### config.mk
export PLATFORM = sky130hd
export DESIGN_NAME = fwt2d_walk
export DESIGN_NICKNAME = d
export VERILOG_FILES = /design/src/rtl/fwt2d_pkg.sv /design/src/rtl/fwt2d_walk.sv
export SDC_FILE = /design/constraint.sdc
export NUM_CORES = 1
export LEC_CHECK = 0
export BUFFER_PORTS_ARGS = -buffer_cell sky130_fd_sc_hd__buf_2
export CAP_MARGIN = 10
export CORE_UTILIZATION = 50
export DETAILED_ROUTE_END_ITERATION = 12
export GPL_ROUTABILITY_DRIVEN = 0
export PLACE_DENSITY = 0.72
export SLEW_MARGIN = 15
export SYNTH_ARGS = -nofsm -noshare
export SYNTH_HDL_FRONTEND = slang
export SYNTH_SLANG_ARGS = --single-unit
### constraint.sdc
create_clock -name clk_i -period 4.4 [get_ports clk_i]
set_input_delay 0.44 -clock clk_i [delete_from_list [all_inputs] [get_ports clk_i]]
set_output_delay 0.44 -clock clk_i [all_outputs]
set_load 0.02 [all_outputs]
### src/rtl/fwt2d_pkg.sv
// Package for the two-dimensional Fenwick tree block: sizes, codes and the
// structs passed between the channel interfaces, controller, walker and RAM.
// No dependencies.
package fwt2d_pkg;

  localparam int MAX_ROWS = 64;
  localparam int MAX_COLS = 64;
  localparam int COORD_W  = 6;
  localparam int CNT_W    = COORD_W + 1;
  localparam int DEPTH    = MAX_ROWS * MAX_COLS;
  localparam int ADDR_W   = $clog2(DEPTH);
  localparam int CFG_W    = 7;
  localparam int DATA_W   = 64;
  localparam int AMT_W    = 32;
  localparam int TYPE_W   = 3;

  typedef enum logic [TYPE_W-1:0] {
    REQ_ADD    = 3'd0,
    REQ_SET    = 3'd1,
    REQ_PREFIX = 3'd2,
    REQ_RECT   = 3'd3,
    REQ_RADD   = 3'd4
  } req_e;

  typedef enum logic [0:0] {
    REG_ROWS = 1'b0,
    REG_COLS = 1'b1
  } reg_e;

  typedef enum logic [2:0] {
    ST_CLEAR,
    ST_IDLE,
    ST_PICK,
    ST_WALK,
    ST_DRAIN,
    ST_NEXT,
    ST_RESULT
  } state_e;

  typedef struct packed {
    logic [TYPE_W-1:0]       req_type;
    logic [COORD_W-1:0]      row_a;
    logic [COORD_W-1:0]      col_a;
    logic [COORD_W-1:0]      row_b;
    logic [COORD_W-1:0]      col_b;
    logic signed [AMT_W-1:0] amount;
  } req_t;

  typedef struct packed {
    logic signed [DATA_W-1:0] total;
    logic                     bad_request;
  } rsp_t;

  typedef struct packed {
    logic               start;
    logic               up;
    logic [COORD_W-1:0] row;
    logic [COORD_W-1:0] col;
  } walk_cmd_t;

  typedef struct packed {
    logic              issue;
    logic              last;
    logic [ADDR_W-1:0] addr;
  } walk_t;

  typedef struct packed {
    logic              we;
    logic [ADDR_W-1:0] addr;
    logic [DATA_W-1:0] data;
  } ram_wr_t;

endpackage

### src/rtl/fwt2d_walk.sv
// Index walker: steps the two nested lowbit loops of one tree update or
// prefix query and issues one cell address per cycle. Depends on fwt2d_pkg.
module fwt2d_walk (
  input  logic                         clk_i,
  input  logic                         rst_ni,
  input  fwt2d_pkg::walk_cmd_t         cmd_i,
  input  logic [fwt2d_pkg::CNT_W-1:0]  rows_i,
  input  logic [fwt2d_pkg::CNT_W-1:0]  cols_i,
  output fwt2d_pkg::walk_t             walk_o
);
  import fwt2d_pkg::*;

  logic             busy_q, busy_d;
  logic             up_q;
  logic [CNT_W-1:0] i_q, j_q, j0_q;
  logic [CNT_W-1:0] lb_i, lb_j, i_dn, j_dn, i_nx, j_nx, i_m1, j_m1;
  logic [CNT_W:0]   i_up, j_up;
  logic             i_end, j_end;

  always_comb begin
    lb_i  = i_q & (~i_q + 1'b1);
    lb_j  = j_q & (~j_q + 1'b1);
    i_dn  = i_q - lb_i;
    j_dn  = j_q - lb_j;
    i_up  = {1'b0, i_q} + {1'b0, lb_i};
    j_up  = {1'b0, j_q} + {1'b0, lb_j};
    i_end = up_q ? (i_up > {1'b0, rows_i}) : (i_dn == '0);
    j_end = up_q ? (j_up > {1'b0, cols_i}) : (j_dn == '0);
    i_nx  = up_q ? i_up[CNT_W-1:0] : i_dn;
    j_nx  = up_q ? j_up[CNT_W-1:0] : j_dn;
    i_m1  = i_q - 1'b1;
    j_m1  = j_q - 1'b1;
  end

  always_comb begin
    walk_o.issue = busy_q;
    walk_o.last  = busy_q & i_end & j_end;
    walk_o.addr  = {i_m1[COORD_W-1:0], j_m1[COORD_W-1:0]};
    busy_d       = busy_q;
    if (cmd_i.start) begin
      busy_d = 1'b1;
    end else if (walk_o.last) begin
      busy_d = 1'b0;
    end
  end

  always_ff @(posedge clk_i or negedge rst_ni) begin
    if (!rst_ni) begin
      busy_q <= 1'b0;
    end else begin
      busy_q <= busy_d;
    end
  end

  always_ff @(posedge clk_i) begin
    if (cmd_i.start) begin
      up_q <= cmd_i.up;
      i_q  <= {1'b0, cmd_i.row} + 1'b1;
      j_q  <= {1'b0, cmd_i.col} + 1'b1;
      j0_q <= {1'b0, cmd_i.col} + 1'b1;
    end else if (busy_q) begin
      if (j_end) begin
        j_q <= j0_q;
        i_q <= i_nx;
      end else begin
        j_q <= j_nx;
      end
    end
  end

endmodule

# == Word-level counts from Yosys, hierarchy flattened ==
# Cells that the tools add are included.
# word_totals
regBits,23
in_bits,30
out_inout_bits,14
word_cells,41
# op_classes
addsub,10
magnitude_cmp,2
mux,12
bitwise,6
n_reduce_logical,6
# op_table
cell,count
$mux 7,8
$add 7x7->8,2
$gt 8x7->1,2
$add 6x1->7 const B,2
$add 7x1->7 const B,2
$and 7x7->7,2
$logic_not 7->1,2
$not 7->7,2
$sub 7x7->7,2
$sub 6x1->6 const B,2
$reduce_bool 2->1,3
$mux 1,4
$and 1x1->1,2
$reduce_and 2->1,1

# == Logic depth before layout (Yosys ltp) ==
# depth
ltp_word,10
ltp_mapped,17
depth_no_buf,15

# == Least setup slack after synthesis ==
# No wires, ideal clock.
# synth_timing
path_kind,register to register
from,register j_q[0]
to,register i_q[0] (enable)
setup_ps,270
arrival_time_ps,3899
required_ps,4130
setup_slack_ps,231
path_stages_with_launch,16
n_path_buf,3
synth_period_minus_slack_ps,4169
cell_sequence,edfxtp_1 clkbuf_8 inv_1 ha_1 or3b_4 buf_6 nor4b_1 a211oi_1 xnor2_1 ha_1 nand3_1 or4b_1 and3_1 buf_4 or3_4 a21o_1
# synth_between
elab_chain_cells,8
word_cells_on_any_way,10
classes_between,add/sub: 3; order compare: 1; mux: 1; bitwise: 2; reduce/logical: 3
# synth_lines
item,line_no,rtl
from (decl),fwt2d_walk.sv:15,"logic [CNT_W-1:0] i_q, j_q, j0_q;"
from (signal assigned),fwt2d_walk.sv:59,"j_q <= {1'b0, cmd_i.col} + 1'b1;"
from (signal assigned),fwt2d_walk.sv:63,j_q <= j0_q;
from (signal assigned),fwt2d_walk.sv:66,j_q <= j_nx;
$not 7->7,fwt2d_walk.sv:22,lb_j = j_q & (~j_q + 1'b1);
$add 7x1->7,fwt2d_walk.sv:22,
$and 7x7->7,fwt2d_walk.sv:22,
$add 7x7->8 / $sub 7x7->7 (equally long branches),"fwt2d_walk.sv:26, fwt2d_walk.sv:24",
$gt 8x7->1 / $logic_not 7->1 (equally long branches),fwt2d_walk.sv:28,"j_end = up_q ? (j_up > {1'b0, cols_i}) : (j_dn == '0);"
$mux 1 (*),fwt2d_walk.sv:28,
$reduce_bool 2->1 (no line) (*),-,
$reduce_and 2->1 (no line) (*),-,
to (signal assigned),fwt2d_walk.sv:58,"i_q <= {1'b0, cmd_i.row} + 1'b1;"
to (signal assigned),fwt2d_walk.sv:64,i_q <= i_nx;
to (decl),fwt2d_walk.sv:15,
# Mark *: on every way between the ends. The rest lies on a longest branch, timed or not.
# A chain may end at the register's enable or synchronous reset.

==> flow_summary.json <==
{
  "root_buffer": "clkbuf_8",
  "final_area_um2": 3100,
  "synth-simple-area-share": 0.202,
  "finalCritPeriodShare": 0.939,
  "dp_slack_ps": 376,
  "cellInternalPower_w": 0.00110,
  "dpl_cell_area_um2": 2990,
  "crit_type": "reg -> out",
  "p_comb_frac": 0.730,
  "fin_crit_ps": 4130,
  "p_leak_nw": 1.37,
  "vias": 2446,
  "netlist_area_um2": 2810,
  "slew_headroom": 0.491,
  "cts_tree": "yes",
  "p_sw_frac": 0.508,
  "syn_to_final_growth_pct": 10.2,
  "ys_seq_area_frac": 0.244,
  "synth_compound_area_frac": 0.215,
  "r2r_setup_slack_ps": 510,
  "ys_warn_count": 0,
  "grt.overflow.total": 0,
  "critPathRequiredTime_ps": 3960,
  "io_pins": 44,
  "layout-drive-gt1-share": 0.217,
  "final_cell_mix": "buf_2, inv_1, ha_1",
  "die_w_um": 77.0,
  "seq_power_share": 0.212,
  "syn_nets": 385,
  "place_hpwl_um": 4660,
  "die_h_um": 77.0,
  "dr.pass1.iters": 5,
  "finalSetupTns_ps": 0,
  "path_clk_slew_ps": 80,
  "grt_pass1_vias": 2163,
  "synth_top_family_by_area": "compound AO/OA/AOI/OAI gates",
  "fin_ws_ps": 270,
  "holdPathEnd": "up_q",
  "nets": 420,
  "maxCapViolations": 0,
  "grt_pass1_wl_um": 10000,
  "hold_violations": 0,
  "vdd_drop_max_mv": 0.329,
  "io_buffers": 43,
  "htreeDepth": 1,
  "setup_viol": 0,
  "wire_per_inst_um": 14.0,
  "rsz0062_at_grt": "no",
  "die-area_um2": 5930,
  "antenna_found_initial": 0,
  "fmax_ghz": 0.242,
  "worstMarginPinSlew_ps": 763,
  "reg2regPathDepth": 14,
  "yosys-mux-area-fraction": 0.0249,
  "crit_fanout": 8,
  "p_per_area_nw_per_um2": 720,
  "ys_ff_latch": 23,
  "synth_area_per_cell_um2": 8.65,
  "synth_enable_flop_cells": 22,
  "avgViaCountPerCell": 5.70,
  "whs_path_depth": 1,
  "yosys.area_share.xor_xnor": 0.0779,
  "grt_start_max_net_pins": 29,
  "critPathCaptureType": "output pin",
  "clkSinkCount": 23,
  "synthArstFlopShare": 0.0435,
  "worstHoldStart": "cmd_i[12]",
  "syn_inst": 325,
  "fin_util": 0.588,
  "drt_wl_total_um": 6010,
  "insertion_delay_ps": 260,
  "outcome": "finished, final reports clean",
  "start_util": 0.533,
  "track_usage": 0.210,
  "hp-class": "in -> reg",
  "p_clk_frac": 0.058,
  "reg2reg_from": "j_q[1]",
  "r2r_end": "i_q[1]",
  "synth_cell_types": 62,
  "route.antenna.remaining_nets": 0,
  "crit_arrival_ps": 3690,
  "p_sw_w": 0.00113,
  "clock_skew_ps": 2.18,
  "rows": 26,
  "cts_inserted_buffers": 3,
  "synthAdderAreaFrac": 0.137,
  "start_kind": "register",
  "coreArea_um2": 5270,
  "hold_ws_ps": 346,
  "drv_slew": 0,
  "clk_path_buf_depth": 2,
  "final_common_cell": "buf_2",
  "route.detailed.drc": 0,
  "synthFlopType": "edfxtp_1",
  "num_antenna_cells": 0,
  "drtIter0Drc": 274
}
## state kept, by name (all words and copies together) (netlist names)
register / flops
j0_q: 7
busy_q: 1
i_q: 7
j_q: 7
up_q: 1
## metal layers
layer,up-vias,wire (um),GRT usage
li1,1250,-,-
met1,1083,2920,0.316
met2,102,2500,0.318
met3,11,490,0.0226
met4,0,92,0.0528
met5,-,0,0
## cells in the mapped netlist, types with 4 or more instances
library cell   n  share of area
xnor2_1       17          0.053
ha_1          30           0.13
a21oi_1       15          0.027
clkbuf_8       4          0.020
nor3_1        11          0.020
o22ai_1        5          0.011
mux2i_1        7          0.025
nor2b_1        5          0.011
inv_1         30          0.040
buf_6          4          0.016
nor2_1        18          0.024
nand2_1       24          0.032
o21a_1         4          0.011
o21ai_0       13          0.023
o31ai_1       10          0.027
a21o_1         5          0.013
nand3_1       18          0.032
clkbuf_1       8          0.011
a31oi_1        6          0.013
edfxtp_1      22           0.23
xor2_1         8          0.025
## worst max-delay path by stage
| stage | start | endpoint | slack [ps] | cells after the start |
|---|---|---|---|---|
| 6_report | i_q[0] | walk_o[12] | 270 | 17 |
| 5_1_grt | i_q[0] | walk_o[12] | 3 | 17 |
| 4_1_cts | j_q[1] | walk_o[12] | 90 | 13 |
| 3_5_place_dp | j_q[0] | i_q[1] | 380 | 12 |
| 3_3_place_gp | i_q[0] | walk_o[12] | 490 | 17 |
| 2_1_floorplan | j_q[0] | i_q[0] | 230 | 15 |
## worst max-delay path, stage by stage (launching register included)
cell and delay [ps]:
edfxtp_1 520, inv_2 140, ha_2 230, inv_1 50, ha_1 270, o21a_1 160
o31ai_1 190, buf_4 180, a21oi_1 70, nor3_1 230, and2_1 160, ha_1 230
nand4b_1 90, o221ai_1 100, o22ai_1 270, a21oi_1 100, nor3b_1 220, buf_2 200
## stage by stage
| stage | std cells | total power (W) |
|---|---|---|
| detailed placement | 422 | 0.00203 |
| global route | 429 | 0.00244 |
| floorplan | 325 | 0.00171 |
| global placement | 422 | 0.00202 |
| finish | 429 | 0.00223 |
| CTS | 427 | 0.00217 |
## power groups by stage
| stage | registers, W | logic [W] | clock network, W |
|---|---|---|---|
| final | 0.000474 | 0.00163 | 0.000129 |
| after global routing | 0.000488 | 0.00181 | 0.000139 |
| after CTS | 0.000476 | 0.00156 | 0.000130 |
| after detailed placement | 0.000481 | 0.00155 | 0 |
| after global placement | 0.000479 | 0.00154 | 0 |
| after floorplan | 0.000409 | 0.00131 | 0 |
## cell families (layout without fill, tap and decap cells)
kind of cell,after synthesis,after routing
simple gates,104,104
mux,7,7
buf+inv,52,86
compound gates,83,83
fa+ha+maj,31,31
xor+xnor,25,25
flops,23,23
## layout make-up
type,count,area (um2)
repair buffers,51,278
multi-input cells,250,1880
well taps,70,87.6
clock inverters,1,5.00
inverters,31,118
flip-flops and latches,23,686
fillers,505,2170
clock buffers,3,41.3
## what timing repair did
item,4_1_cts,5_1_grt
hold buffers,1,0
setup endpoints to repair,0,1
buffers inserted,0,2
gates resized for setup,0,9
hold endpoints to repair,1,0
Power figures use the tool's default switching activity.
