$ cat src/rtl/fwt2d_pkg.sv
// Package for the two-dimensional Fenwick tree block: sizes, codes and the
// structs passed between the channel interfaces, controller, walker and RAM.
// No dependencies.
package fwt2d_pkg;

  localparam int MAX_ROWS = 64;
  localparam int MAX_COLS = 64;
  localparam int COORD_W  = 6;
  localparam int CNT_W    = COORD_W + 1;
  localparam int DEPTH    = MAX_ROWS * MAX_COLS;
  localparam int ADDR_W   = $clog2(DEPTH);
  localparam int CFG_W    = 7;
  localparam int DATA_W   = 64;
  localparam int AMT_W    = 32;
  localparam int TYPE_W   = 3;

  typedef enum logic [TYPE_W-1:0] {
    REQ_ADD    = 3'd0,
    REQ_SET    = 3'd1,
    REQ_PREFIX = 3'd2,
    REQ_RECT   = 3'd3,
    REQ_RADD   = 3'd4
  } req_e;

  typedef enum logic [0:0] {
    REG_ROWS = 1'b0,
    REG_COLS = 1'b1
  } reg_e;

  typedef enum logic [2:0] {
    ST_CLEAR,
    ST_IDLE,
    ST_PICK,
    ST_WALK,
    ST_DRAIN,
    ST_NEXT,
    ST_RESULT
  } state_e;

  typedef struct packed {
    logic [TYPE_W-1:0]       req_type;
    logic [COORD_W-1:0]      row_a;
    logic [COORD_W-1:0]      col_a;
    logic [COORD_W-1:0]      row_b;
    logic [COORD_W-1:0]      col_b;
    logic signed [AMT_W-1:0] amount;
  } req_t;

  typedef struct packed {
    logic signed [DATA_W-1:0] total;
    logic                     bad_request;
  } rsp_t;

  typedef struct packed {
    logic               start;
    logic               up;
    logic [COORD_W-1:0] row;
    logic [COORD_W-1:0] col;
  } walk_cmd_t;

  typedef struct packed {
    logic              issue;
    logic              last;
    logic [ADDR_W-1:0] addr;
  } walk_t;

  typedef struct packed {
    logic              we;
    logic [ADDR_W-1:0] addr;
    logic [DATA_W-1:0] data;
  } ram_wr_t;

endpackage

$ cat src/rtl/fwt2d_ctrl.sv
// Request sequencer: checks requests, runs up to four corner walks (plus the
// final update of a point set), accumulates sums and does read-modify-write.
// Depends on fwt2d_pkg.
module fwt2d_ctrl (
  input  logic                          clk_i,
  input  logic                          rst_ni,
  input  logic                          req_valid_i,
  input  fwt2d_pkg::req_t               req_i,
  output logic                          req_ready_o,
  input  logic [fwt2d_pkg::CNT_W-1:0]   rows_i,
  input  logic [fwt2d_pkg::CNT_W-1:0]   cols_i,
  output logic                          res_valid_o,
  output fwt2d_pkg::rsp_t               res_o,
  input  logic                          res_take_i,
  output fwt2d_pkg::walk_cmd_t          walk_cmd_o,
  input  fwt2d_pkg::walk_t              walk_i,
  output fwt2d_pkg::ram_wr_t            ram_wr_o,
  input  logic [fwt2d_pkg::DATA_W-1:0]  ram_rdata_i
);
  import fwt2d_pkg::*;

  state_e             state_q, state_d;
  logic [ADDR_W-1:0]  clr_q;
  logic               rd_v_q;
  logic [ADDR_W-1:0]  rd_addr_q;
  logic [1:0]         corner_q;
  logic               upd_q, set_q, query_q, r_ok_q, c_ok_q, bad_q;
  logic [COORD_W-1:0] main_r_q, main_c_q, alt_r_q, alt_c_q;
  logic [DATA_W-1:0]  delta_q, acc_q, acc_nx, wr_data;

  logic               accept, req_bad, type_bad, span_chk, set_switch;
  logic               corner_en, neg;
  logic [COORD_W-1:0] n_main_r, n_main_c, n_alt_r, n_alt_c;
  logic               n_r_ok, n_c_ok;
  logic [CNT_W-1:0]   ra_x, ca_x, rb_x, cb_x, rb_inc, cb_inc;

  always_comb begin
    ra_x     = {1'b0, req_i.row_a};
    ca_x     = {1'b0, req_i.col_a};
    rb_x     = {1'b0, req_i.row_b};
    cb_x     = {1'b0, req_i.col_b};
    rb_inc   = rb_x + 1'b1;
    cb_inc   = cb_x + 1'b1;
    type_bad = 1'b0;
    span_chk = 1'b0;
    n_main_r = req_i.row_a;
    n_main_c = req_i.col_a;
    n_alt_r  = req_i.row_a - 1'b1;
    n_alt_c  = req_i.col_a - 1'b1;
    n_r_ok   = 1'b0;
    n_c_ok   = 1'b0;
    case (req_e'(req_i.req_type)) inside
      REQ_ADD, REQ_PREFIX: begin
      end
      REQ_SET: begin
        n_r_ok = (req_i.row_a != '0);
        n_c_ok = (req_i.col_a != '0);
      end
      REQ_RECT: begin
        span_chk = 1'b1;
        n_main_r = req_i.row_b;
        n_main_c = req_i.col_b;
        n_r_ok   = (req_i.row_a != '0);
        n_c_ok   = (req_i.col_a != '0);
      end
      REQ_RADD: begin
        span_chk = 1'b1;
        n_alt_r  = rb_inc[COORD_W-1:0];
        n_alt_c  = cb_inc[COORD_W-1:0];
        n_r_ok   = (rb_inc < rows_i);
        n_c_ok   = (cb_inc < cols_i);
      end
      default: type_bad = 1'b1;
    endcase
    req_bad = type_bad || (ra_x >= rows_i) || (ca_x >= cols_i) ||
              (span_chk && ((rb_x >= rows_i) || (cb_x >= cols_i) ||
                            (ra_x > rb_x) || (ca_x > cb_x)));
  end

  always_comb begin
    accept     = (state_q == ST_IDLE) && req_valid_i;
    corner_en  = (!corner_q[0] || r_ok_q) && (!corner_q[1] || c_ok_q);
    neg        = corner_q[0] ^ corner_q[1];
    set_switch = (state_q == ST_NEXT) && (corner_q == 2'd3) && set_q;
    acc_nx     = neg ? (acc_q - ram_rdata_i) : (acc_q + ram_rdata_i);
    wr_data    = neg ? (ram_rdata_i - delta_q) : (ram_rdata_i + delta_q);
  end

  always_comb begin
    state_d = state_q;
    unique case (state_q)
      ST_CLEAR:  if (clr_q == ADDR_W'(DEPTH - 1)) state_d = ST_IDLE;
      ST_IDLE:   if (req_valid_i) state_d = req_bad ? ST_RESULT : ST_PICK;
      ST_PICK:   state_d = corner_en ? ST_WALK : ST_NEXT;
      ST_WALK:   if (walk_i.last) state_d = ST_DRAIN;
      ST_DRAIN:  state_d = ST_NEXT;
      ST_NEXT: begin
        if (corner_q != 2'd3 || set_q) begin
          state_d = ST_PICK;
        end else begin
          state_d = ST_RESULT;
        end
      end
      ST_RESULT: if (res_take_i) state_d = ST_IDLE;
      default:   state_d = ST_IDLE;
    endcase
  end

  always_comb begin
    req_ready_o      = (state_q == ST_IDLE);
    res_valid_o      = (state_q == ST_RESULT);
    res_o.total      = query_q ? $signed(acc_q) : '0;
    res_o.bad_request = bad_q;
    walk_cmd_o.start = (state_q == ST_PICK) && corner_en;
    walk_cmd_o.up    = upd_q;
    walk_cmd_o.row   = corner_q[0] ? alt_r_q : main_r_q;
    walk_cmd_o.col   = corner_q[1] ? alt_c_q : main_c_q;
    if (state_q == ST_CLEAR) begin
      ram_wr_o.we   = 1'b1;
      ram_wr_o.addr = clr_q;
      ram_wr_o.data = '0;
    end else begin
      ram_wr_o.we   = rd_v_q && upd_q;
      ram_wr_o.addr = rd_addr_q;
      ram_wr_o.data = wr_data;
    end
  end

  always_ff @(posedge clk_i or negedge rst_ni) begin
    if (!rst_ni) begin
      state_q  <= ST_CLEAR;
      clr_q    <= '0;
      rd_v_q   <= 1'b0;
      corner_q <= '0;
      upd_q    <= 1'b0;
      set_q    <= 1'b0;
      query_q  <= 1'b0;
      r_ok_q   <= 1'b0;
      c_ok_q   <= 1'b0;
    end else begin
      state_q <= state_d;
      rd_v_q  <= walk_i.issue;
      if (state_q == ST_CLEAR) begin
        clr_q <= clr_q + 1'b1;
      end
      if (accept) begin
        corner_q <= '0;
        upd_q    <= (req_i.req_type == REQ_ADD) || (req_i.req_type == REQ_RADD);
        set_q    <= (req_i.req_type == REQ_SET) && !req_bad;
        query_q  <= ((req_i.req_type == REQ_PREFIX) || (req_i.req_type == REQ_RECT)) &&
                    !req_bad;
        r_ok_q   <= n_r_ok;
        c_ok_q   <= n_c_ok;
      end else if (set_switch) begin
        corner_q <= '0;
        upd_q    <= 1'b1;
        set_q    <= 1'b0;
        r_ok_q   <= 1'b0;
        c_ok_q   <= 1'b0;
      end else if (state_q == ST_NEXT) begin
        corner_q <= corner_q + 1'b1;
      end
    end
  end

  always_ff @(posedge clk_i) begin
    rd_addr_q <= walk_i.addr;
    if (accept) begin
      main_r_q <= n_main_r;
      main_c_q <= n_main_c;
      alt_r_q  <= n_alt_r;
      alt_c_q  <= n_alt_c;
      delta_q  <= {{(DATA_W - AMT_W){req_i.amount[AMT_W-1]}}, req_i.amount};
      acc_q    <= '0;
      bad_q    <= req_bad;
    end else begin
      if (set_switch) begin
        delta_q <= delta_q - acc_q;
      end
      if (rd_v_q && !upd_q) begin
        acc_q <= acc_nx;
      end
    end
  end

endmodule

$ cat config.mk
export PLATFORM = sky130hd
export DESIGN_NAME = fwt2d_ctrl
export DESIGN_NICKNAME = d
export VERILOG_FILES = /design/src/rtl/fwt2d_pkg.sv /design/src/rtl/fwt2d_ctrl.sv
export SDC_FILE = /design/constraint.sdc
export NUM_CORES = 1
export LEC_CHECK = 0
export CORE_MARGIN = 2
export CORE_UTILIZATION = 50
export CTS_CLUSTER_DIAMETER = 150
export DETAILED_ROUTE_END_ITERATION = 16
export DONT_BUFFER_PORTS = 1
export GPL_TIMING_DRIVEN = 0
export MAX_ROUTING_LAYER = met4
export PLACE_DENSITY_LB_ADDON = 0.12
export SLEW_MARGIN = 10
export SYNTH_ARGS = -nofsm -noshare
export SYNTH_HDL_FRONTEND = slang
export SYNTH_SLANG_ARGS = --single-unit
export TNS_END_PERCENT = 30
$ cat constraint.sdc
create_clock -name clk_i -period 14.3 [get_ports clk_i]
set_input_delay 1.43 -clock clk_i [delete_from_list [all_inputs] [get_ports clk_i]]
set_output_delay 1.43 -clock clk_i [all_outputs]
set_load 0.1 [all_outputs]
### Yosys cells after proc, flatten, opt, wreduce, memory -nomap -nowiden

Cells that the tools add are included.

| cells by class | value |
|---|---|
| eq/ne operators | 17 |
| add/subtract/negate cells | 11 |
| order comparisons | 8 |
| reduce and logical (&&, ||, !) cells | 33 |
| bitwise gates (word level) | 1 |
| multiplexer cells | 55 |

Operators with widths:

| cell | number |
|---|---|
| 64-bit two-way mux | 5 |
| 64-bit subtractor | 3 |
| 64-bit adder | 2 |
| 6-bit two-way mux | 16 |
| 77-bit two-way mux | 1 |
| 6-bit by 7-bit >= comparator with 1-bit output | 4 |
| 1-bit two-way mux | 22 |
| 3-bit two-way mux | 7 |
| 3-bit one-hot mux with 7 select lines | 1 |
| 6-bit by 1-bit adder with 7-bit output, second input constant | 2 |
| 7-bit less-than comparator | 2 |
| 12-bit by 1-bit adder with 12-bit output, second input constant | 1 |
| 12-bit == test, second input constant | 1 |
| 3-bit by 2-bit == test with 1-bit output, second input constant | 4 |
| 3-bit == test, second input constant | 4 |
| 6-bit > comparator | 2 |
| 6-bit nonzero test | 2 |
| 6-bit by 1-bit subtractor with 6-bit output, second input constant | 2 |
| 1-bit logical OR | 11 |
| 1-bit logical AND | 10 |
| 2-bit inequality test, second input constant | 4 |
| 3-bit by 1-bit == test with 1-bit output, second input constant | 2 |
| 3-bit zero test | 2 |
| 2-bit two-way mux | 3 |
| 9 further kinds | 12 |

| word-level totals | value |
|---|---|
| logic and storage cells | 142 |
| input bits | 155 |
| register bits | 188 |
| output and inout port bits | 158 |

### Depth between registers and ports, before layout

Gate-level depths: netlist of run 1.

| logic depth | value |
|---|---|
| depth after elaboration | 11 |
| mapped depth | 25 |
| gate-level depth less buffers | 23 |

### Least setup slack after synthesis of run 1

Ideal clock, no wire load.

| timing | value |
|---|---|
| path type | flip-flop to output port |
| start point | register delta_q[11] |
| end point | output port ram_wr_o[36] (netlist name) |
| cell stages (with the launch flop) | 19 |
| required time | 12870 ps |
| path buffers | 0 |
| setup slack | 4194 ps |
| data arrival time | 8676 ps |
| cells stage by stage | edfxtp_1 > or4_4 > or4b_4 > nor3_1 > nand2_1 > nor3_1 > nor2_1 > xnor2_1 > ha_1 > a21oi_1 > o21ai_0 > a21o_1 > a21oi_1 > nand3_1 > nand2_1 > o21ai_0 > a21oi_1 > mux2_2 > a2111oi_0 |

RTL lines:

| what | line | source |
|---|---|---|
| from (decl) | fwt2d_ctrl.sv:29 | `logic [DATA_W-1:0] delta_q, acc_q, acc_nx, wr_data;` |
| from (signal assigned) | fwt2d_ctrl.sv:173 | `delta_q <= {{(DATA_W - AMT_W){req_i.amount[AMT_W-1]}}, req_i.amount};` |
| from (signal assigned) | fwt2d_ctrl.sv:178 | `delta_q <= delta_q - acc_q;` |
| to (decl) | fwt2d_ctrl.sv:17 | `output fwt2d_pkg::ram_wr_t ram_wr_o,` |

==> results of run 1 <==
-- worst max path at each step --
| stage | startpoint | endpoint | slack, ps |
|---|---|---|---|
| after floorplan | delta_q[11]$_DFFE_PP_ | ram_wr_o[36] | 4190 |
| after global placement | corner_q[0]$_DFFE_PN0P_ | ram_wr_o[36] | 2360 |
| after detailed placement | corner_q[0]$_DFFE_PN0P_ | ram_wr_o[63] | 5310 |
| after CTS | corner_q[0]$_DFFE_PN0P_ | ram_wr_o[63] | 4790 |
| after global routing | corner_q[0]$_DFFE_PN0P_ | ram_wr_o[63] | 4430 |
| final | corner_q[0]$_DFFE_PN0P_ | ram_wr_o[63] | 4460 |
-- sequential cells by signal, indices dropped and copies added (netlist names) --
register	flops
bad_q	1
alt_r_q	6
set_q	1
corner_q	2
state_q	3
rd_v_q	1
delta_q	64
query_q	1
acc_q	64
rd_addr_q	12
alt_c_q	6
main_c_q	6
clr_q	12
upd_q	1
r_ok_q	1
c_ok_q	1
main_r_q	6
-- worst reg2reg max path, stage by stage (launching register included) --
cell and delay [ps]:
dfrtp_1 400, ha_1 270, clkbuf_1 940, clkbuf_1 460, clkbuf_1 960, mux2i_1 290
fa_1 520, a211oi_1 430, o21a_1 280, nor2_1 130, nand3b_1 330, a31oi_1 590
o21ai_0 510, a21oi_1 420, o21ai_0 170, a21oi_1 360, a31o_2 170
-- through the flow --
stage / worst slack, ps / area (um2)
after CTS: 4790 / 25300
after global placement: 2360 / 24300
after detailed placement: 5310 / 24700
final: 4460 / 25300
after floorplan: 4190 / 23500
after global routing: 4430 / 25300
-- final cells by class --
cell class / instances / share of cell area
multi-input cells: 2657 / 0.699
repair buffers: 10 / 0.00726
clock inverters: 15 / 0.00884
plain buffers: 143 / 0.0224
diodes: 6 / 0.000593
well taps: 607 / 0.0300
flip-flops and latches: 188 / 0.188
clock buffers: 17 / 0.0168
inverters: 182 / 0.0270
-- cell usage in the layout (no fill, tap or decap), types with 54 or more instances in the layout --
| cell | synthesis | layout |
|---|---|---|
| o21ai_0 | 181 | 181 |
| inv_1 | 181 | 181 |
| xnor2_1 | 231 | 231 |
| edfxtp_1 | 89 | 89 |
| a21oi_1 | 384 | 381 |
| dfxtp_1 | 76 | 76 |
| a21o_1 | 135 | 135 |
| nor2_2 | 0 | 54 |
| clkbuf_1 | 119 | 116 |
| nand4_1 | 54 | 54 |
| nor3_1 | 62 | 61 |
| nand3_1 | 63 | 63 |
| xor2_1 | 74 | 74 |
| ha_1 | 249 | 249 |
| and2_1 | 87 | 87 |
| nand2_1 | 308 | 308 |
| nor2_1 | 289 | 235 |
-- cells by family after synthesis --
family / synth area share
AND/OR/NAND/NOR: 0.226
XOR/XNOR: 0.114
buffers and inverters: 0.0529
flip-flops: 0.203
adder cells (fa/ha/maj): 0.135
multiplexers: 0.0101
AO/OA/AOI/OAI: 0.259
-- routing by layer --
| metal | vias up | global-route usage | routed length, um |
|---|---|---|---|
| li1 | 11440 | - | - |
| met1 | 11528 | 0.500 | 39800 |
| met2 | 1242 | 0.554 | 39300 |
| met3 | 194 | 0.0713 | 8760 |
| met4 | 0 | 0.131 | 3610 |
| met5 | - | - | 0 |
==> impl_results.md, run 1 <==
* Num CTS Buffers at 17
* Final nets at 3606
* GR Util All Layers at 0.371
* HPWL after DPL at 75500 um
* Final core occ at 0.545
* Critical Path End Type: output pin
* Setup crit start kind: flip-flop
* Hold_buf cts at 0
* Worst path cell trace: ha_1 > clkbuf_1 > clkbuf_1 > clkbuf_1 > nor2_1 > xnor2_1 > ha_1 > o21a_1 > o31a_1 > o21ai_0 > a21oi_1 > o21ba_2 > o21ai_0 > o21ai_0 > o21ai_0 > and3_1 > o21a_1
* DRT Pass-1 Iters at 6
* Clk sink count at 188
* Reg-to-Reg End: acc_q[56]$_SDFFE_PP0P_
* Worst Tran Pin Value at 1300 ps
* Total area of sequential cells at 4770 um2
* H-tree depth at 4
* Area of the mapped netlist at 23500 um2
* Global-route wire length before repair at 137000 um
* Setup TNS after final layout at 0 ps
* Buffers and inverters on the worst path at 3
* Layout Cells excl Fill at 3825
* Slew HR at 0.132
* Fin crit share at 0.688
* Worst hold path depth at 1
* Worst-path fanout max at 10
* Vias per cell at 6.38
* Initial Util at 0.506
* CP Data Required Time at 12870 ps
* Yosys cell types at 87
* Final hold violation count at 0
* Die X at 221 um
* R2r setup slk at 7010 ps
* Antenna Violating Nets Remaining at 0
* I/O Pins at 313
* Clock root buffer: clkbuf_16
* Final min period at 9840 ps
* Cells after synthesis at 3170
* WP depth at 17
* Most common cell in the synthesized netlist: a21oi_1
* Crit Path Class: flip-flop to output pin
* Multi-input gate area at 17700 um2
* Num rows at 79
* Die Area at 48800 um2
* Layout cell share with drive strength beyond 1 at 0.0511
* Drc violations at 0
* Worst path top cell family by delay: compound AO/OA/AOI/OAI gates
* Critical path arrival at 8410 ps
* GP Congestion at 1.02
* Drt total wl at 91500 um
* Initial antenna violation count at 5
* IO buf count at 0
* HP Class: flip-flop to flip-flop
* Post-placement cell count at 3786
* Status: finished clean
* # Max-Cap Violations at 0
* Slowest CP cell: clkbuf_1
* Number of enable flip-flop cells after synthesis at 89
* Synth top area cells: ha_1 (13%), edfxtp_1 (11%), xnor2_1 (8.6%)
* CTS Buffer Depth at 2
* Die Height at 221 um
* Max-slew violations at 0
* WL/cell at 23.9 um
* Clock Skew at 11.8 ps
* Top cell type's share of synthesized area at 0.133
* Fill count at 4605
* Largest stage delay, worst path at 940 ps
* Resize count post-CTS at 0
* Iter 0 DRT Violations at 2333
* Hold Slack at 501 ps
* CP dominant cell by count: o21ai_0
* Commonest cells post-synth: a21oi_1 (384), nand2_1 (308), nor2_1 (289), ha_1 (249), xnor2_1 (231)
* Fmax at 102 MHz
* Hold Path Sink: c_ok_q$_DFFE_PN0P_
* Vias at 24404
* Vias in the first global route at 22753
* RSZ-0062 raised after global routing: no
* Flops & latches, synth at 188
* Hold path start: c_ok_q$_DFFE_PN0P_
* Fraction of registers with async set/reset at 0.122
* Seq/Total Area, Yosys at 0.203
* Net count after synthesis at 3577
* Ys flop type: edfxtp_1
* Warnings, synthesis at 0
* # setup viols final at 0
* R2R depth at 16
* Avg Synthesized Cell Area at 7.41 um2
* Reg-to-Reg Start: corner_q[0]$_DFFE_PN0P_
* Pin count of the biggest net entering global routing at 28
* P&R area growth vs syn at 7.81%
* GRT overflow at 0
* Core footprint at 46500 um2
* Worst-path clk slew at 80 ps
* Clock Latency Late Sink at 480 ps
* Total setup buffers inserted after CTS at 0
* Yosys top cell by area: ha_1
* CTS tree: done
Power of run 1 is not shown: default switching activity piles up to over one toggle a cycle in this logic, so the estimate is an artifact.
==> run 2: changes to the inputs <==
ABC_AREA = 1   (was default)
clock period = 10.3 ns   (was 14.3 ns; I/O delays follow)
==> impl_results.md, run 2 <==
* Iter 0 DRT Violations at 3440 (was 2333)
* Yosys top cell by area: nand2_1 (was ha_1)
* Layout cell share with drive strength beyond 1 at 0.0412 (was 0.0511)
* Final nets at 6005 (was 3606)
* CTS Buffer Depth at 2 (unchanged)
* Vias at 35011 (was 24404)
* Clk sink count at 188 (unchanged)
* Commonest cells post-synth: nand2_1 (1868), inv_1 (1158), nor2_1 (635), a21oi_1 (355), o21ai_0 (266) (was a21oi_1 (384), nand2_1 (308), nor2_1 (289), ha_1 (249), xnor2_1 (231))
* Worst-path fanout max at 10 (unchanged)
* Vias per cell at 5.48 (was 6.38)
* Critical path arrival at 6080 ps (was 8410 ps)
* Num CTS Buffers at 17 (unchanged)
* Most frequent cells in the layout: nand2_1 (1868), inv_1 (1158), nor2_1 (599) (was a21oi_1 (381), nand2_1 (308), ha_1 (249))
* Fmax at 141 MHz
* Cells after synthesis at 5575 (was 3170)
* Hold_buf cts at 0 (unchanged)
* Number of enable flip-flop cells after synthesis at 89 (unchanged)
* Antenna Violating Nets Remaining at 0 (unchanged)
* Initial Util at 0.505 (was 0.506)
* WP depth at 17 (unchanged)
* Buffers and inverters on the worst path at 6 (was 3)
* Global-route wire length before repair at 194000 um (was 137000 um)
* IO buf count at 0 (unchanged)
* Area of the mapped netlist at 30400 um2 (was 23500 um2)
* Seq/Total Area, Yosys at 0.157 (was 0.203)
* Worst-path clk slew at 100 ps (was 80 ps)
* Ys flop type: edfxtp_1 (unchanged)
* Largest stage delay, worst path at 820 ps (was 940 ps)
* HPWL after DPL at 116000 um (was 75500 um)
* Synth top area cells: nand2_1 (23%), inv_1 (14%), ha_1 (10%) (was ha_1 (13%), edfxtp_1 (11%), xnor2_1 (8.6%))
* GP Congestion at 1.08 (was 1.02)
* # Max-Cap Violations at 0 (unchanged)
* Clock Skew at 23.5 ps (was 11.8 ps)
* Resize count post-CTS at 0 (unchanged)
* Warnings, synthesis at 0 (unchanged)
* Flops & latches, synth at 188 (unchanged)
* GRT overflow at 0 (unchanged)
* Avg Synthesized Cell Area at 5.44 um2 (was 7.41 um2)
* Yosys cell types at 50 (was 87)
* Net count after synthesis at 5982 (was 3577)
* Initial antenna violation count at 0 (was 5)
* Worst path top cell family by delay: simple AND/OR/NAND/NOR gates (was compound AO/OA/AOI/OAI gates)
* DRT Pass-1 Iters at 6 (unchanged)
* Commonest non-fill, non-tap cell in the layout: nand2_1 (was a21oi_1)
* Pin count of the biggest net entering global routing at 56 (was 28)
* Largest regs: acc_q x64, delta_q x64 (unchanged)
* Fraction of registers with async set/reset at 0.122 (unchanged)
* Fin crit share at 0.690
* Crit Path Class: flip-flop to output pin (unchanged)
* Most common cell in the synthesized netlist: nand2_1 (was a21oi_1)
* HP Class: input port to async pin (was flip-flop to flip-flop)
* Worst path cell trace: ha_1 > inv_1 > buf_2 > clkbuf_1 > clkbuf_1 > o21ai_0 > ha_1 > nand2_1 > nor2_1 > inv_1 > nor2_1 > inv_1 > nor2_1 > nand3_1 > nand3_1 > nand2_1 > nor2_2 (was ha_1 > clkbuf_1 > clkbuf_1 > clkbuf_1 > nor2_1 > xnor2_1 > ha_1 > o21a_1 > o31a_1 > o21ai_0 > a21oi_1 > o21ba_2 > o21ai_0 > o21ai_0 > o21ai_0 > and3_1 > o21a_1)
* WL/cell at 20.9 um (was 23.9 um)
* Worst Tran Pin Value at 1320 ps (was 1300 ps)
* Final hold violation count at 0 (unchanged)
* Antenna diodes at 0 (was 6)
* Die Area at 62700 um2 (was 48800 um2)
* P&R area growth vs syn at 6.35% (was 7.81%)
* Total setup buffers inserted after CTS at 0 (unchanged)
* R2R depth at 19 (was 16)
* Setup TNS after final layout at 0 ps (unchanged)
* GR Util All Layers at 0.430 (was 0.371)
* CTS tree: done (unchanged)
* Status: finished clean (unchanged)
* Final min period at 7110 ps
* Vias in the first global route at 32768 (was 22753)
* Clock Latency Late Sink at 500 ps (was 480 ps)
* Slowest CP cell: nor2_2 (was clkbuf_1)
* Num rows at 90 (was 79)
* H-tree depth at 4 (unchanged)
* Slew HR at 0.110 (was 0.132)
* RSZ-0062 raised after global routing: no (unchanged)
* Top cell type's share of synthesized area at 0.231 (was 0.133)
* Die Height at 250 um (was 221 um)
* CP Data Required Time at 9270 ps (was 12870 ps)
* Max-slew violations at 0 (unchanged)
* Core footprint at 60100 um2 (was 46500 um2)
* # setup viols final at 0 (unchanged)
* I/O Pins at 313 (unchanged)
* Setup crit start kind: flip-flop (unchanged)
* Drc violations at 0 (unchanged)
* Die X at 250 um (was 221 um)
* Clock root buffer: clkbuf_16 (unchanged)
* Drt total wl at 134000 um (was 91500 um)
* Critical Path End Type: output pin (unchanged)
run 2: cells by family (layout without fill, tap and decap cells):
| kind of cell | after synthesis | count (layout) | share of synthesized area |
|---|---|---|---|
| flip-flops | 188 | 188 | 0.157 |
| AND/OR/NAND/NOR | 2996 | 2996 | 0.402 |
| multiplexers | 12 | 12 | 0.00445 |
| buffers and inverters | 1239 | 1275 | 0.155 |
| XOR/XNOR | 193 | 193 | 0.0557 |
| AO/OA/AOI/OAI | 695 | 695 | 0.121 |
| adder cells (fa/ha/maj) | 252 | 252 | 0.105 |
run 2: metrics by stage:
step,hold slack (ps),setup slack (ps),util,std cells,cell area (um2)
floorplan,469,4460,-,5575,30400
global placement,492,3320,0.521,6357,31300
detailed placement,497,3830,0.527,6361,31700
CTS,188,3270,0.537,6393,32300
global route,189,3020,0.537,6393,32300
finish,206,3190,0.537,6393,32300
run 2: per-layer routing:
layer	vias up	wire (um)	global-route usage	part of all wire
li1	17289	-	-	-
met1	15871	53200	0.516	0.40
met2	1565	60300	0.692	0.45
met3	286	11900	0.0717	0.089
met4	0	8190	0.227	0.061
met5	-	0	-	0
run 2: area by class of cell:
| type | instances | area, um2 |
|---|---|---|
| fill | 6659 | 27900 |
| multi-input combinational | 4148 | 21100 |
| sequential | 188 | 4770 |
| inverter | 1164 | 4370 |
| tap | 782 | 978 |
| clock buffer | 17 | 425 |
| buffer | 75 | 324 |
| clock inverter | 15 | 190 |
| timing repair buffer | 4 | 85.1 |
run 2: path summary, 6_finish.rpt:
kind                                               from                     end  slack [ps]
worst max-delay path            corner_q[0]$_DFFE_PN0P_            ram_wr_o[51]        3190
worst min-delay path                             rst_ni    clr_q[2]$_DFFE_PN0P_         210
worst max register to register  corner_q[0]$_DFFE_PN0P_  acc_q[53]$_SDFFE_PP0P_        5560
worst min register to register     clr_q[0]$_DFFE_PN0P_    clr_q[0]$_DFFE_PN0P_         510
max in group asynchronous                        rst_ni       set_q$_DFFE_PN0P_        9990
min in group clk_i                 clr_q[0]$_DFFE_PN0P_    clr_q[0]$_DFFE_PN0P_         510
Power of run 2 is left out for the same reason.
